<file path="src/sv/csu_pkg.sv">
package csu_pkg;

    localparam int NUM_SYNAPSES = 1024;
    localparam int NUM_LAYERS   = 3;

    localparam int IDX_W     = 10;
    localparam int LAYER_W   = 2;
    localparam int DRAW_W    = 16;
    localparam int THR_W     = 17;
    localparam int CNT_W     = 11;
    localparam int SIG_W     = 12;
    localparam int CFG_IDX_W = 3;

    // the index field reaches at most 2**IDX_W entries
    localparam int MEM_DEPTH = (NUM_SYNAPSES < (2 ** IDX_W)) ? NUM_SYNAPSES : (2 ** IDX_W);
    localparam int ADDR_W    = $clog2(MEM_DEPTH);

    localparam int QUEUE_DEPTH = 2;
    localparam int QPTR_W      = $clog2(QUEUE_DEPTH);
    localparam int QCNT_W      = $clog2(QUEUE_DEPTH + 1);

    localparam logic [LAYER_W-1:0] LAYER_MAX = LAYER_W'(NUM_LAYERS - 1);
    localparam logic [CNT_W-1:0]   CNT_MAX   = '1;

    // register indexes on the configuration port
    localparam logic [CFG_IDX_W-1:0] CFG_PLASTIC_0 = 3'd0;
    localparam logic [CFG_IDX_W-1:0] CFG_PLASTIC_1 = 3'd1;
    localparam logic [CFG_IDX_W-1:0] CFG_PLASTIC_2 = 3'd2;
    localparam logic [CFG_IDX_W-1:0] CFG_META_0    = 3'd3;
    localparam logic [CFG_IDX_W-1:0] CFG_META_1    = 3'd4;

    localparam logic [THR_W-1:0] RST_PLASTIC_0 = 17'd65536;
    localparam logic [THR_W-1:0] RST_PLASTIC_1 = 17'd32768;
    localparam logic [THR_W-1:0] RST_PLASTIC_2 = 17'd16384;
    localparam logic [THR_W-1:0] RST_META_0    = 17'd65536;
    localparam logic [THR_W-1:0] RST_META_1    = 17'd32768;

    typedef enum logic [1:0] {
        MODE_INIT       = 2'd0,
        MODE_STORE      = 2'd1,
        MODE_BACKGROUND = 2'd2,
        MODE_SWEEP_END  = 2'd3
    } t_mode;

    typedef enum logic [1:0] {
        OP_INIT,
        OP_EVENT,
        OP_SWEEP_END
    } t_op;

    typedef enum logic {
        BK_READ,
        BK_EXEC
    } t_back_state;

    typedef struct packed {
        logic [THR_W-1:0] plastic_0;
        logic [THR_W-1:0] plastic_1;
        logic [THR_W-1:0] plastic_2;
        logic [THR_W-1:0] meta_0;
        logic [THR_W-1:0] meta_1;
    } t_thr;

    typedef struct packed {
        t_op                op;
        logic               in_range;
        logic [IDX_W-1:0]   idx;
        logic [LAYER_W-1:0] layer;
        logic               strength;
        logic               memory;
        logic               stored_dir;
        logic               potentiate;
        logic [DRAW_W-1:0]  draw;
    } t_cmd;

    typedef struct packed {
        logic valid;
        t_cmd cmd;
    } t_cmd_req;

    typedef struct packed {
        logic               memory;
        logic [LAYER_W-1:0] layer;
        logic               strength;
    } t_entry;

endpackage

</file>
<file path="src/sv/csu_cfg_regs.sv">
module csu_cfg_regs (
    input  logic                           i_clk,
    input  logic                           i_rst_n,
    input  logic                           i_cfg_valid,
    output logic                           o_cfg_ready,
    input  logic [csu_pkg::CFG_IDX_W-1:0]  i_cfg_index,
    input  logic [csu_pkg::THR_W-1:0]      i_cfg_data,
    output csu_pkg::t_thr                  o_thr
);

    csu_pkg::t_thr r_thr;
    csu_pkg::t_thr n_thr;

    assign o_cfg_ready = 1'b1;
    assign o_thr       = r_thr;

    always_comb begin
        n_thr = r_thr;
        if (i_cfg_valid) begin
            unique case (i_cfg_index)
                csu_pkg::CFG_PLASTIC_0: n_thr.plastic_0 = i_cfg_data;
                csu_pkg::CFG_PLASTIC_1: n_thr.plastic_1 = i_cfg_data;
                csu_pkg::CFG_PLASTIC_2: n_thr.plastic_2 = i_cfg_data;
                csu_pkg::CFG_META_0:    n_thr.meta_0    = i_cfg_data;
                csu_pkg::CFG_META_1:    n_thr.meta_1    = i_cfg_data;
                default:                n_thr           = r_thr;
            endcase
        end
    end

    always_ff @(posedge i_clk) begin
        if (!i_rst_n) begin
            r_thr.plastic_0 <= csu_pkg::RST_PLASTIC_0;
            r_thr.plastic_1 <= csu_pkg::RST_PLASTIC_1;
            r_thr.plastic_2 <= csu_pkg::RST_PLASTIC_2;
            r_thr.meta_0    <= csu_pkg::RST_META_0;
            r_thr.meta_1    <= csu_pkg::RST_META_1;
        end else begin
            r_thr <= n_thr;
        end
    end

endmodule

</file>
<file path="config.mk">
export PLATFORM = sky130hd
export DESIGN_NAME = csu_cfg_regs
export DESIGN_NICKNAME = d
export VERILOG_FILES = /design/src/sv/csu_pkg.sv /design/src/sv/csu_cfg_regs.sv
export SDC_FILE = /design/constraint.sdc
export NUM_CORES = 1
export LEC_CHECK = 0
export BUFFER_PORTS_ARGS = -buffer_cell sky130_fd_sc_hd__buf_2
export CORE_MARGIN = 2
export CORE_UTILIZATION = 53
export CTS_CLUSTER_SIZE = 12
export DETAILED_ROUTE_END_ITERATION = 8
export GPL_ROUTABILITY_DRIVEN = 1
export PLACE_DENSITY = 0.85
export SLEW_MARGIN = 15
export SYNTH_ARGS = -nofsm -noshare
export SYNTH_HDL_FRONTEND = slang
export SYNTH_SLANG_ARGS = --single-unit
</file>
<file path="constraint.sdc">
create_clock -name i_clk -period 1.7 [get_ports i_clk]
set_input_delay 0.425 -clock i_clk [delete_from_list [all_inputs] [get_ports i_clk]]
set_output_delay 0.425 -clock i_clk [all_outputs]
set_load 0.1 [all_outputs]
</file>
==> impl_metrics.py <==
metrics = {
    "outcome": {
        "outcome": "complete, no violations",
    },
    "grt": {
        "grt_pass1_wl_mm": 11.1,
        "grt_use_met3_pct": 6.92,
        "grt_overflow": 0,
        "antenna_found_initial": 0,
        "grt_pass1_vias": 2327,
        "met2_usage_pct": 37.6,
        "grtUsageMet1_pct": 26.1,
        "grt_busiest_layer": "met2",
        "grt_max_degree": 58,
        "grt.total_usage_pct": 22.3,
    },
    "worst_setup_path": {
        "critPathMaxFanout": 2,
        "crit_buf_inv": 1,
        "cp.required_ps": 1270,
        "endpoint_kind": "output pin",
        "crit_chain": "buf_2",
        "cpPeakStageDelay_ps": 440,
        "ff2ff_setup_slack_ps": 1070,
        "cp-start-kind": "flip-flop",
        "cp.arrival_ps": 1160,
        "cp_top_family": "buffers and inverters",
        "slowest_stage": "buf_2",
        "critical_path_class": "flip-flop to output pin",
    },
    "route": {
        "wirelength_mm": 7.04,
        "via_per_inst": 5.01,
        "drtPass1Iterations": 4,
        "drc_errors": 0,
        "drt-initial-drc-count": 83,
        "post_drt_wl_per_cell_um": 14.5,
        "ant_nets": 0,
        "vias": 2438,
    },
    "cells_and_area": {
        "drive_gt1_share_pct": 31.8,
        "fin_nets": 430,
        "syn2layout_area_growth_pct": 23.9,
        "stdcell_area_um2": 3980,
        "fin_cells": 487,
        "antenna_cells": 0,
        "largest_register_ffs": 85,
    },
    "place": {
        "pre_cts_slack_ps": 297,
        "port_buffers": 107,
        "dp_cells": 471,
        "gp_congestion": 0.745,
        "dpl_cell_area_um2": 3760,
        "place_hpwl_mm": 4.90,
    },
    "sta": {
        "slew_viol_final": 0,
        "fin_crit_sh_pct": 93.3,
        "setup_viol": 0,
        "hold_violations": 0,
        "period_needed_ps": 1590,
        "max_freq_ghz": 0.630,
        "grt_setup_unrepaired": "no",
        "clock_skew_ps": 0,
        "setup_tns_ps": 0,
        "fin_ws_ps": 113,
    },
    "synthesis": {
        "synth_top_family_by_area": "multiplexers",
        "yosys_warnings": 0,
        "synth_xor_area_share_pct": 0,
        "synth_compound_area_share_pct": 0,
        "synth_area_um2": 3210,
        "synthAdderAreaFrac_pct": 0,
        "synthMuxAreaShare_pct": 26.5,
        "syn_area_per_cell_um2": 10.6,
        "ys_types": 14,
        "syn_inst": 304,
        "ys_seq_elements": 85,
        "synthSimpleGateAreaFrac_pct": 14.7,
        "syn_nets": 327,
        "seq_area_frac_synth_pct": 53.0,
    },
    "clock_network": {
        "cts-root-buf": "clkbuf_8",
        "cts_sinks": 85,
        "clk_latency_ps": 340,
        "numCtsBuffers": 9,
        "cts_tree": "built",
        "cts_setup_buffers": 0,
        "cts_resized": 0,
        "clkTransAtPathRegs_ps": 80,
        "clockBufferDepth": 2,
        "htree_levels": 3,
        "cts_hold_buf": 0,
    },
    "floorplan": {
        "ios": 109,
        "row_count": 28,
        "start_util_pct": 54.5,
        "die_w_um": 81.8,
        "die_area_um2": 6700,
        "die_y_um": 81.8,
        "core_area_um2": 5890,
    },
    "worst_hold_path": {
        "hp-class": "input port to flip-flop",
    },
    "pwr": {
        "ir_drop_mv": 0.585,
        "p_per_area_nw_per_um2": 1040,
        "total_leakage_power_nw": 2.08,
        "power_mw": 4.13,
    },
    "run": {
        "drv_cap": 0,
    },
}
cell families (layout without fill, tap and decap cells):
| logic type | after synthesis | after routing |
|---|---|---|
| DFF | 85 | 85 |
| other | 1 | 1 |
| and+or+nand+nor | 110 | 110 |
| muxes | 85 | 85 |
| buffers and inverters | 23 | 131 |
per-layer routing:
layer	share of wire (%)	vias to the layer above	wire length (um)
met5	0	-	0
met2	47	81	3300
li1	-	1207	-
met4	1.5	0	108
met1	44	1140	3110
met3	7.4	10	519
worst reg2reg max path: stages, from the launching register on:
cell and delay, ps:
dfxtp_1 370, nand2_1 60, mux2i_1 130
area by class of cell:
cell class	count	area, um^2
Clock inverter	3	42.5
Sequential cell	85	1700
Fill cell	477	1910
Multi-Input combinational cell	196	1340
Timing Repair Buffer	115	633
Clock buffer	13	169
Tap cell	75	93.8
cells in the mapped netlist:
cell	instances	area (um^2)
conb_1	1	3.75
nand4bb_1	2	22.5
nor4b_2	1	15.0
nand4b_1	1	8.76
clkbuf_1	4	15.0
nor2b_1	8	50.1
dfxtp_1	85	1700
buf_2	8	40.0
buf_6	5	56.3
buf_12	2	40.0
buf_4	4	30.0
and4bb_1	1	12.5
nand2_1	97	364
mux2i_1	85	851
report_power, final:
group          leakage, nW  internal [mW]  total, mW  switching, mW
registers            0.688           2.03       2.06         0.0221
clock network        0.106          0.798       1.49          0.689
logic                 1.28          0.114      0.584          0.470
total                 2.08           2.95       4.13           1.18
final timing paths:
check	from	endpoint	cells after the start
max	o_thr[59]	o_thr[59]	1
min	i_cfg_data[14]	o_thr[48]	3
max reg2reg	o_thr[59]	o_thr[59]	2
min reg2reg	o_thr[44]	o_thr[44]	2
placed cells by master, fill, tap and decap left out:
cell | Yosys | routed
and4bb_1 | 1 | 1
buf_12 | 2 | 3
buf_2 | 8 | 107
buf_4 | 4 | 5
bufinv_16 | 0 | 1
clkbuf_1 | 4 | 1
clkbuf_8 | 0 | 12
clkinv_2 | 0 | 1
clkinvlp_4 | 0 | 1
conb_1 | 1 | 1
dfxtp_1 | 85 | 85
mux2i_1 | 85 | 85
nand2_1 | 97 | 97
nand4b_1 | 1 | 1
nand4bb_1 | 2 | 2
nor2b_1 | 8 | 8
nor4b_4 | 0 | 1
metrics by stage:
step,hold slack (ps),utilization (%)
2_1_floorplan,585,-
3_3_place_gp,440,64.0
3_5_place_dp,447,64.0
4_1_cts,344,67.6
5_1_grt,343,67.6
6_report,358,67.6
(Power assumes the default switching activity.)
