--- src/sv/csu_pkg.sv ---
package csu_pkg;

    localparam int NUM_SYNAPSES = 1024;
    localparam int NUM_LAYERS   = 3;

    localparam int IDX_W     = 10;
    localparam int LAYER_W   = 2;
    localparam int DRAW_W    = 16;
    localparam int THR_W     = 17;
    localparam int CNT_W     = 11;
    localparam int SIG_W     = 12;
    localparam int CFG_IDX_W = 3;

    // the index field reaches at most 2**IDX_W entries
    localparam int MEM_DEPTH = (NUM_SYNAPSES < (2 ** IDX_W)) ? NUM_SYNAPSES : (2 ** IDX_W);
    localparam int ADDR_W    = $clog2(MEM_DEPTH);

    localparam int QUEUE_DEPTH = 2;
    localparam int QPTR_W      = $clog2(QUEUE_DEPTH);
    localparam int QCNT_W      = $clog2(QUEUE_DEPTH + 1);

    localparam logic [LAYER_W-1:0] LAYER_MAX = LAYER_W'(NUM_LAYERS - 1);
    localparam logic [CNT_W-1:0]   CNT_MAX   = '1;

    // register indexes on the configuration port
    localparam logic [CFG_IDX_W-1:0] CFG_PLASTIC_0 = 3'd0;
    localparam logic [CFG_IDX_W-1:0] CFG_PLASTIC_1 = 3'd1;
    localparam logic [CFG_IDX_W-1:0] CFG_PLASTIC_2 = 3'd2;
    localparam logic [CFG_IDX_W-1:0] CFG_META_0    = 3'd3;
    localparam logic [CFG_IDX_W-1:0] CFG_META_1    = 3'd4;

    localparam logic [THR_W-1:0] RST_PLASTIC_0 = 17'd65536;
    localparam logic [THR_W-1:0] RST_PLASTIC_1 = 17'd32768;
    localparam logic [THR_W-1:0] RST_PLASTIC_2 = 17'd16384;
    localparam logic [THR_W-1:0] RST_META_0    = 17'd65536;
    localparam logic [THR_W-1:0] RST_META_1    = 17'd32768;

    typedef enum logic [1:0] {
        MODE_INIT       = 2'd0,
        MODE_STORE      = 2'd1,
        MODE_BACKGROUND = 2'd2,
        MODE_SWEEP_END  = 2'd3
    } t_mode;

    typedef enum logic [1:0] {
        OP_INIT,
        OP_EVENT,
        OP_SWEEP_END
    } t_op;

    typedef enum logic {
        BK_READ,
        BK_EXEC
    } t_back_state;

    typedef struct packed {
        logic [THR_W-1:0] plastic_0;
        logic [THR_W-1:0] plastic_1;
        logic [THR_W-1:0] plastic_2;
        logic [THR_W-1:0] meta_0;
        logic [THR_W-1:0] meta_1;
    } t_thr;

    typedef struct packed {
        t_op                op;
        logic               in_range;
        logic [IDX_W-1:0]   idx;
        logic [LAYER_W-1:0] layer;
        logic               strength;
        logic               memory;
        logic               stored_dir;
        logic               potentiate;
        logic [DRAW_W-1:0]  draw;
    } t_cmd;

    typedef struct packed {
        logic valid;
        t_cmd cmd;
    } t_cmd_req;

    typedef struct packed {
        logic               memory;
        logic [LAYER_W-1:0] layer;
        logic               strength;
    } t_entry;

endpackage

--- src/sv/csu_back.sv ---
module csu_back (
    input  logic                              i_clk,
    input  logic                              i_rst_n,
    input  csu_pkg::t_cmd_req                 i_req,
    output logic                              o_pop,
    input  csu_pkg::t_thr                     i_thr,
    output logic                              o_out_valid,
    input  logic                              i_out_stall,
    output logic                              o_new_strength,
    output logic [csu_pkg::LAYER_W-1:0]       o_new_layer,
    output logic signed [csu_pkg::SIG_W-1:0]  o_excess_signal,
    output logic                              o_signal_valid
);

    csu_pkg::t_back_state            r_state;
    csu_pkg::t_back_state            n_state;
    csu_pkg::t_cmd                   r_cmd;
    csu_pkg::t_entry                 r_mem [csu_pkg::MEM_DEPTH];
    csu_pkg::t_entry                 r_rd_data;
    logic [csu_pkg::CNT_W-1:0]       r_sweep;
    logic [csu_pkg::CNT_W-1:0]       r_base;
    logic [csu_pkg::CNT_W-1:0]       n_sweep;
    logic [csu_pkg::CNT_W-1:0]       n_base;
    logic                            r_out_valid;
    logic                            r_out_str;
    logic [csu_pkg::LAYER_W-1:0]     r_out_layer;
    logic [csu_pkg::SIG_W-1:0]       r_out_excess;
    logic                            r_out_sig;

    logic                            rd_en;
    logic                            wr_en;
    logic                            load;
    logic                            out_take;
    logic                            cur_s;
    logic [csu_pkg::LAYER_W-1:0]     cur_l;
    logic                            mem_bit;
    logic                            dir;
    logic                            plastic_hit;
    logic                            meta_hit;
    logic                            upd_s;
    logic [csu_pkg::LAYER_W-1:0]     upd_l;
    logic                            upd_mem;
    logic [csu_pkg::SIG_W-1:0]       res_exc;
    logic                            res_sig;
    logic                            do_write;
    logic                            count_sweep;
    logic                            count_base;
    logic                            clear_sweep;

    function automatic logic [csu_pkg::THR_W-1:0] plastic_sel(
        csu_pkg::t_thr thr, logic [csu_pkg::LAYER_W-1:0] layer);
        if (layer == csu_pkg::LAYER_W'(0)) return thr.plastic_0;
        if (layer == csu_pkg::LAYER_W'(1)) return thr.plastic_1;
        return thr.plastic_2;
    endfunction

    function automatic logic [csu_pkg::THR_W-1:0] meta_sel(
        csu_pkg::t_thr thr, logic [csu_pkg::LAYER_W-1:0] layer);
        return (layer == csu_pkg::LAYER_W'(0)) ? thr.meta_0 : thr.meta_1;
    endfunction

    function automatic logic [csu_pkg::CNT_W-1:0] sat_inc(logic [csu_pkg::CNT_W-1:0] c);
        return (c == csu_pkg::CNT_MAX) ? c : c + 1'b1;
    endfunction

    assign out_take = r_out_valid && !i_out_stall;

    // synapse update on the read data
    always_comb begin
        cur_s       = r_cmd.in_range ? r_rd_data.strength : 1'b0;
        cur_l       = r_cmd.in_range ? r_rd_data.layer : '0;
        mem_bit     = r_rd_data.memory;
        dir         = r_cmd.stored_dir ? mem_bit : r_cmd.potentiate;
        plastic_hit = ({1'b0, r_cmd.draw} < plastic_sel(i_thr, cur_l));
        meta_hit    = ({1'b0, r_cmd.draw} < meta_sel(i_thr, cur_l));
        upd_s       = cur_s;
        upd_l       = cur_l;
        upd_mem     = mem_bit;
        res_exc     = '0;
        res_sig     = 1'b0;
        do_write    = 1'b0;
        count_sweep = 1'b0;
        count_base  = 1'b0;
        clear_sweep = 1'b0;
        unique case (r_cmd.op)
            csu_pkg::OP_INIT: begin
                if (r_cmd.in_range) begin
                    upd_s      = r_cmd.strength;
                    upd_l      = r_cmd.layer;
                    upd_mem    = r_cmd.memory;
                    do_write   = 1'b1;
                    count_base = (r_cmd.memory == r_cmd.strength);
                end
            end
            csu_pkg::OP_EVENT: begin
                if (r_cmd.in_range) begin
                    if (cur_s != dir) begin
                        if (plastic_hit) begin
                            upd_s = ~cur_s;
                            upd_l = '0;
                        end
                    end else if ((cur_l < csu_pkg::LAYER_MAX) && meta_hit) begin
                        upd_l = cur_l + 1'b1;
                    end
                    do_write    = 1'b1;
                    count_sweep = (mem_bit == upd_s);
                end
            end
            csu_pkg::OP_SWEEP_END: begin
                res_exc     = csu_pkg::SIG_W'({1'b0, r_sweep}) - csu_pkg::SIG_W'({1'b0, r_base});
                res_sig     = 1'b1;
                clear_sweep = 1'b1;
            end
            default: begin
                res_sig = 1'b0;
            end
        endcase
    end

    // read, then update and write back
    always_comb begin
        n_state = r_state;
        o_pop   = 1'b0;
        rd_en   = 1'b0;
        wr_en   = 1'b0;
        load    = 1'b0;
        n_sweep = r_sweep;
        n_base  = r_base;
        unique case (r_state)
            csu_pkg::BK_READ: begin
                if (i_req.valid) begin
                    o_pop   = 1'b1;
                    rd_en   = 1'b1;
                    n_state = csu_pkg::BK_EXEC;
                end
            end
            csu_pkg::BK_EXEC: begin
                if (!r_out_valid || out_take) begin
                    load    = 1'b1;
                    wr_en   = do_write;
                    n_state = csu_pkg::BK_READ;
                    if (clear_sweep) begin
                        n_sweep = '0;
                    end else if (count_sweep) begin
                        n_sweep = sat_inc(r_sweep);
                    end
                    if (count_base) begin
                        n_base = sat_inc(r_base);
                    end
                end
            end
            default: begin
                n_state = csu_pkg::BK_READ;
            end
        endcase
    end

    always_ff @(posedge i_clk) begin
        if (!i_rst_n) begin
            r_state     <= csu_pkg::BK_READ;
            r_sweep     <= '0;
            r_base      <= '0;
            r_out_valid <= 1'b0;
        end else begin
            r_state <= n_state;
            r_sweep <= n_sweep;
            r_base  <= n_base;
            if (load) begin
                r_out_valid <= 1'b1;
            end else if (out_take) begin
                r_out_valid <= 1'b0;
            end
        end
    end

    always_ff @(posedge i_clk) begin
        if (o_pop) begin
            r_cmd <= i_req.cmd;
        end
        if (load) begin
            r_out_str    <= upd_s;
            r_out_layer  <= upd_l;
            r_out_excess <= res_exc;
            r_out_sig    <= res_sig;
        end
    end

    // synapse store
    always_ff @(posedge i_clk) begin
        if (rd_en) begin
            r_rd_data <= r_mem[i_req.cmd.idx[csu_pkg::ADDR_W-1:0]];
        end
        if (wr_en) begin
            r_mem[r_cmd.idx[csu_pkg::ADDR_W-1:0]] <= '{memory: upd_mem, layer: upd_l,
                                                       strength: upd_s};
        end
    end

    assign o_out_valid     = r_out_valid;
    assign o_new_strength  = r_out_str;
    assign o_new_layer     = r_out_layer;
    assign o_excess_signal = $signed(r_out_excess);
    assign o_signal_valid  = r_out_sig;

endmodule

--- config.mk ---
export PLATFORM = sky130hd
export DESIGN_NAME = csu_back
export DESIGN_NICKNAME = d
export VERILOG_FILES = /design/src/sv/csu_pkg.sv /design/src/sv/csu_back.sv
export SDC_FILE = /design/constraint.sdc
export NUM_CORES = 2
export LEC_CHECK = 0
export BUFFER_PORTS_ARGS = -buffer_cell sky130_fd_sc_hd__buf_2
export CELL_PAD_IN_SITES_DETAIL_PLACEMENT = 0
export CELL_PAD_IN_SITES_GLOBAL_PLACEMENT = 1
export CORE_ASPECT_RATIO = 1.4
export CORE_UTILIZATION = 48
export CTS_CLUSTER_DIAMETER = 30
export CTS_CLUSTER_SIZE = 28
export DETAILED_ROUTE_END_ITERATION = 8
export GPL_TIMING_DRIVEN = 0
export PLACE_DENSITY_LB_ADDON = 0.1
export SYNTH_ARGS = -nofsm -noshare
export SYNTH_HDL_FRONTEND = slang
export SYNTH_SLANG_ARGS = --single-unit
--- constraint.sdc ---
create_clock -name i_clk -period 65.9 [get_ports i_clk]
set_clock_uncertainty 0.1 [all_clocks]
set_input_delay 3.295 -clock i_clk [delete_from_list [all_inputs] [get_ports i_clk]]
set_output_delay 3.295 -clock i_clk [all_outputs]
set_load 0.01 [all_outputs]
==> flow_summary.toml <==
[cts]
holdBufCountCts = 0
clk_pin_slew_ps = 50
clock_latency_ps = 1120
ctsResizeCount = 0
tritoncts = "yes"
numCtsBuffers = 621
root_buffer = "clkbuf_16"
clock_sinks = 4175
htreeDepth = 6
cts_setup_buffers = 0
cts_buffer_depth = 4

[timing]
finalHoldViolCount = 0
setup-tns-final_ps = 0
max_slew.worst_pin.slew_ps = 1700
drv_slew = 108
rsz0062_at_grt = "false"
fin_crit_sh_pct = 15.6
fmax_mhz = 97.4
min_period_ps = 10270
relSlewSlack_pct = -13.6
setup_viol = 0

[critical_path]
worstPathArrival_ps = 10910
cpPeakStageDelay_ps = 1100
r2r_cells = 21
path_common_cell = "buf_2"
crit_chain = "buf_2, buf_4, buf_4, buf_2, buf_2, buf_2, mux4_2, mux2i_1, o211ai_1, a211oi_1, a2111oi_0, nand3_1, nand4_1"
cp-start-kind = "primary input"
path_class = "primary input to register"
endpoint_kind = "register"
required_ps = 66540
crit_fanout = 10
slowest_stage = "buf_2"

[placed_design]
io_buffers = 141
placed_cell_area_um2 = 177000
dp.cells = 12790
hpwl_mm = 535
gp_congestion = 1.02

[die]
pin_count = 142
die_w_um = 498
die_h_um = 696
start_util_pct = 48.3
fp-row-count = 254
core_area_um2 = 342000
die_area_um2 = 347000

[drt]
drc = 2
post_drt_wl_per_cell_um = 54.2
drt-total-wl_mm = 762
drt_iter0_drc = 19224
vias = 100832
via_per_inst = 7.17
first_pass_iters = 9
drtAntennaViolNets = 0

[logic_synthesis]
postSynthCellCount = 7936
synth_top_area_share_pct = 75.4
synth_area_leaders = "edfxtp_1 (75%), mux4_2 (16%), nor2_1 (2.6%)"
yosysMostFrequentCell = "edfxtp_1"
synth_edf_count = 4151
syn_area_um2 = 165000
synthTopCellsByCount = "edfxtp_1 (4,151), mux4_2 (1,178), nor2_1 (1,138), clkbuf_1 (292), mux2i_1 (223)"
yosys.area.top_type = "edfxtp_1"
syn_avg_cell_area_um2 = 20.8
async_flop_share_pct = 0
synthDistinctLibCells = 66
synth_ff_type = "edfxtp_1"
ys_ff_latch = 4175
synth-seq-area-share_pct = 75.7
yosys_warnings = 0
syn-num-nets = 8105

[global_routing]
track_usage_pct = 44.0
first_global_vias = 93502
grt_first_pass_wirelength_mm = 962
grt.overflow.total = 0
antenna_found_initial = 114
grt_max_degree = 161

[worst_hold_path]
holdPathStages = 2
hold_path_class = "register to register"

[pwr]
power.density_nw_per_um2 = 34.5
vdd_drop_max_mv = 0.0335
leakage_nw = 63.8

[final_layout]
finalNonFillerCells = 14067
fin_area_um2 = 199000
drive_above_1_share_pct = 32.1
syn2layout_area_growth_pct = 20.1
fin_nets = 9104

[status]
status = "complete, but fails checks"
violations = "DRC, capacitance limit, slew limit"

[run]
cap_violations = 12
[path summary, 6_finish.rpt]
| kind | slack [ps] | start | to |
|---|---|---|---|
| setup / recovery | 55630 | i_req[23] | r_rd_data[0] |
| hold / removal | 400 | r_base[9] | r_base[9] |
| setup reg to reg | 58860 | r_cmd[32] | r_mem[408][0] |
| hold reg to reg | 400 | r_base[9] | r_base[9] |
[placed cells by master (no fill, tap or decap), drive strengths merged, types with 14 or more instances in the layout]
cell type,instances
nand3,39
clkinvlp,73
nor2b,14
o22ai,29
a21oi,55
diode,133
mux2i,223
o211ai,24
ha,44
edfxtp,4151
inv,101
buf,611
nor4,22
mux4,1178
mux2,15
bufinv,77
o21ai,28
nor3,15
nor2,1138
nand2,124
clkbuf,980
clkinv,227
nand4,25
a22oi,80
dfxtp,24
[report_power, final]
part | internal, mW | total [mW] | switching (mW)
Sequential | 2.98 | 2.98 | 0.00195
Clock | 2.09 | 3.39 | 1.30
Combinational | 0.128 | 0.487 | 0.359
Total | 5.19 | 6.86 | 1.66
[sequential cells by signal, summed over array words and instances (netlist names)]
name	flops
o_new_layer	2
r_sweep	11
r_base	11
o_out_valid	1
o_new_strength	1
r_rd_data	3
mem_bit	1
r_cmd	35
o_excess_signal	12
o_signal_valid	1
r_mem	4096
r_state	1
[area by class of cell]
| class | instances | area, um2 |
|---|---|---|
| fillers | 24971 | 144000 |
| inverters | 23 | 86.3 |
| diodes | 133 | 333 |
| flip-flops and latches | 4175 | 125000 |
| multi-input cells | 3210 | 37700 |
| repair buffers | 376 | 5620 |
| well taps | 4480 | 5610 |
| clock inverters | 455 | 5050 |
| plain buffers | 528 | 2890 |
| clock buffers | 687 | 16200 |
[critical path, delay by kind of cell]
| family | cells | cell delay, ps |
|---|---|---|
| buf+inv | 6 | 3740 |
| compound gates | 3 | 1870 |
| mux | 2 | 1270 |
| simple gates | 2 | 480 |
[per-layer routing]
metal	vias to the layer above	part of all wire [%]	GRT usage, %
li1	35063	-	-
met1	52921	31	50.2
met2	10144	44	65.2
met3	2682	13	14.8
met4	22	11	41.8
met5	-	0.024	0
[cells by family after synthesis]
kind of cell | share of synthesized area (%)
DFF | 75.7
and+or+nand+nor | 3.52
muxes | 17.5
buffers and inverters | 1.63
AOI/OAI and AO/OA | 1.26
adders and majority gates | 0.345
xor gates and xnor gates | 0.0689
[metrics by stage]
stage | utilization, % | setup WS [ps] | hold WS [ps] | total power [mW]
after floorplan | - | 13470 | 356 | 3.35
after global placement | 50.2 | -27470 | 369 | 3.70
after detailed placement | 51.7 | 54630 | 397 | 3.49
after CTS | 57.9 | 55810 | 403 | 6.82
after global routing | 57.9 | 56170 | 417 | 6.93
final | 58.0 | 55630 | 403 | 6.86
Note: power is estimated with default switching activity, not from simulation.
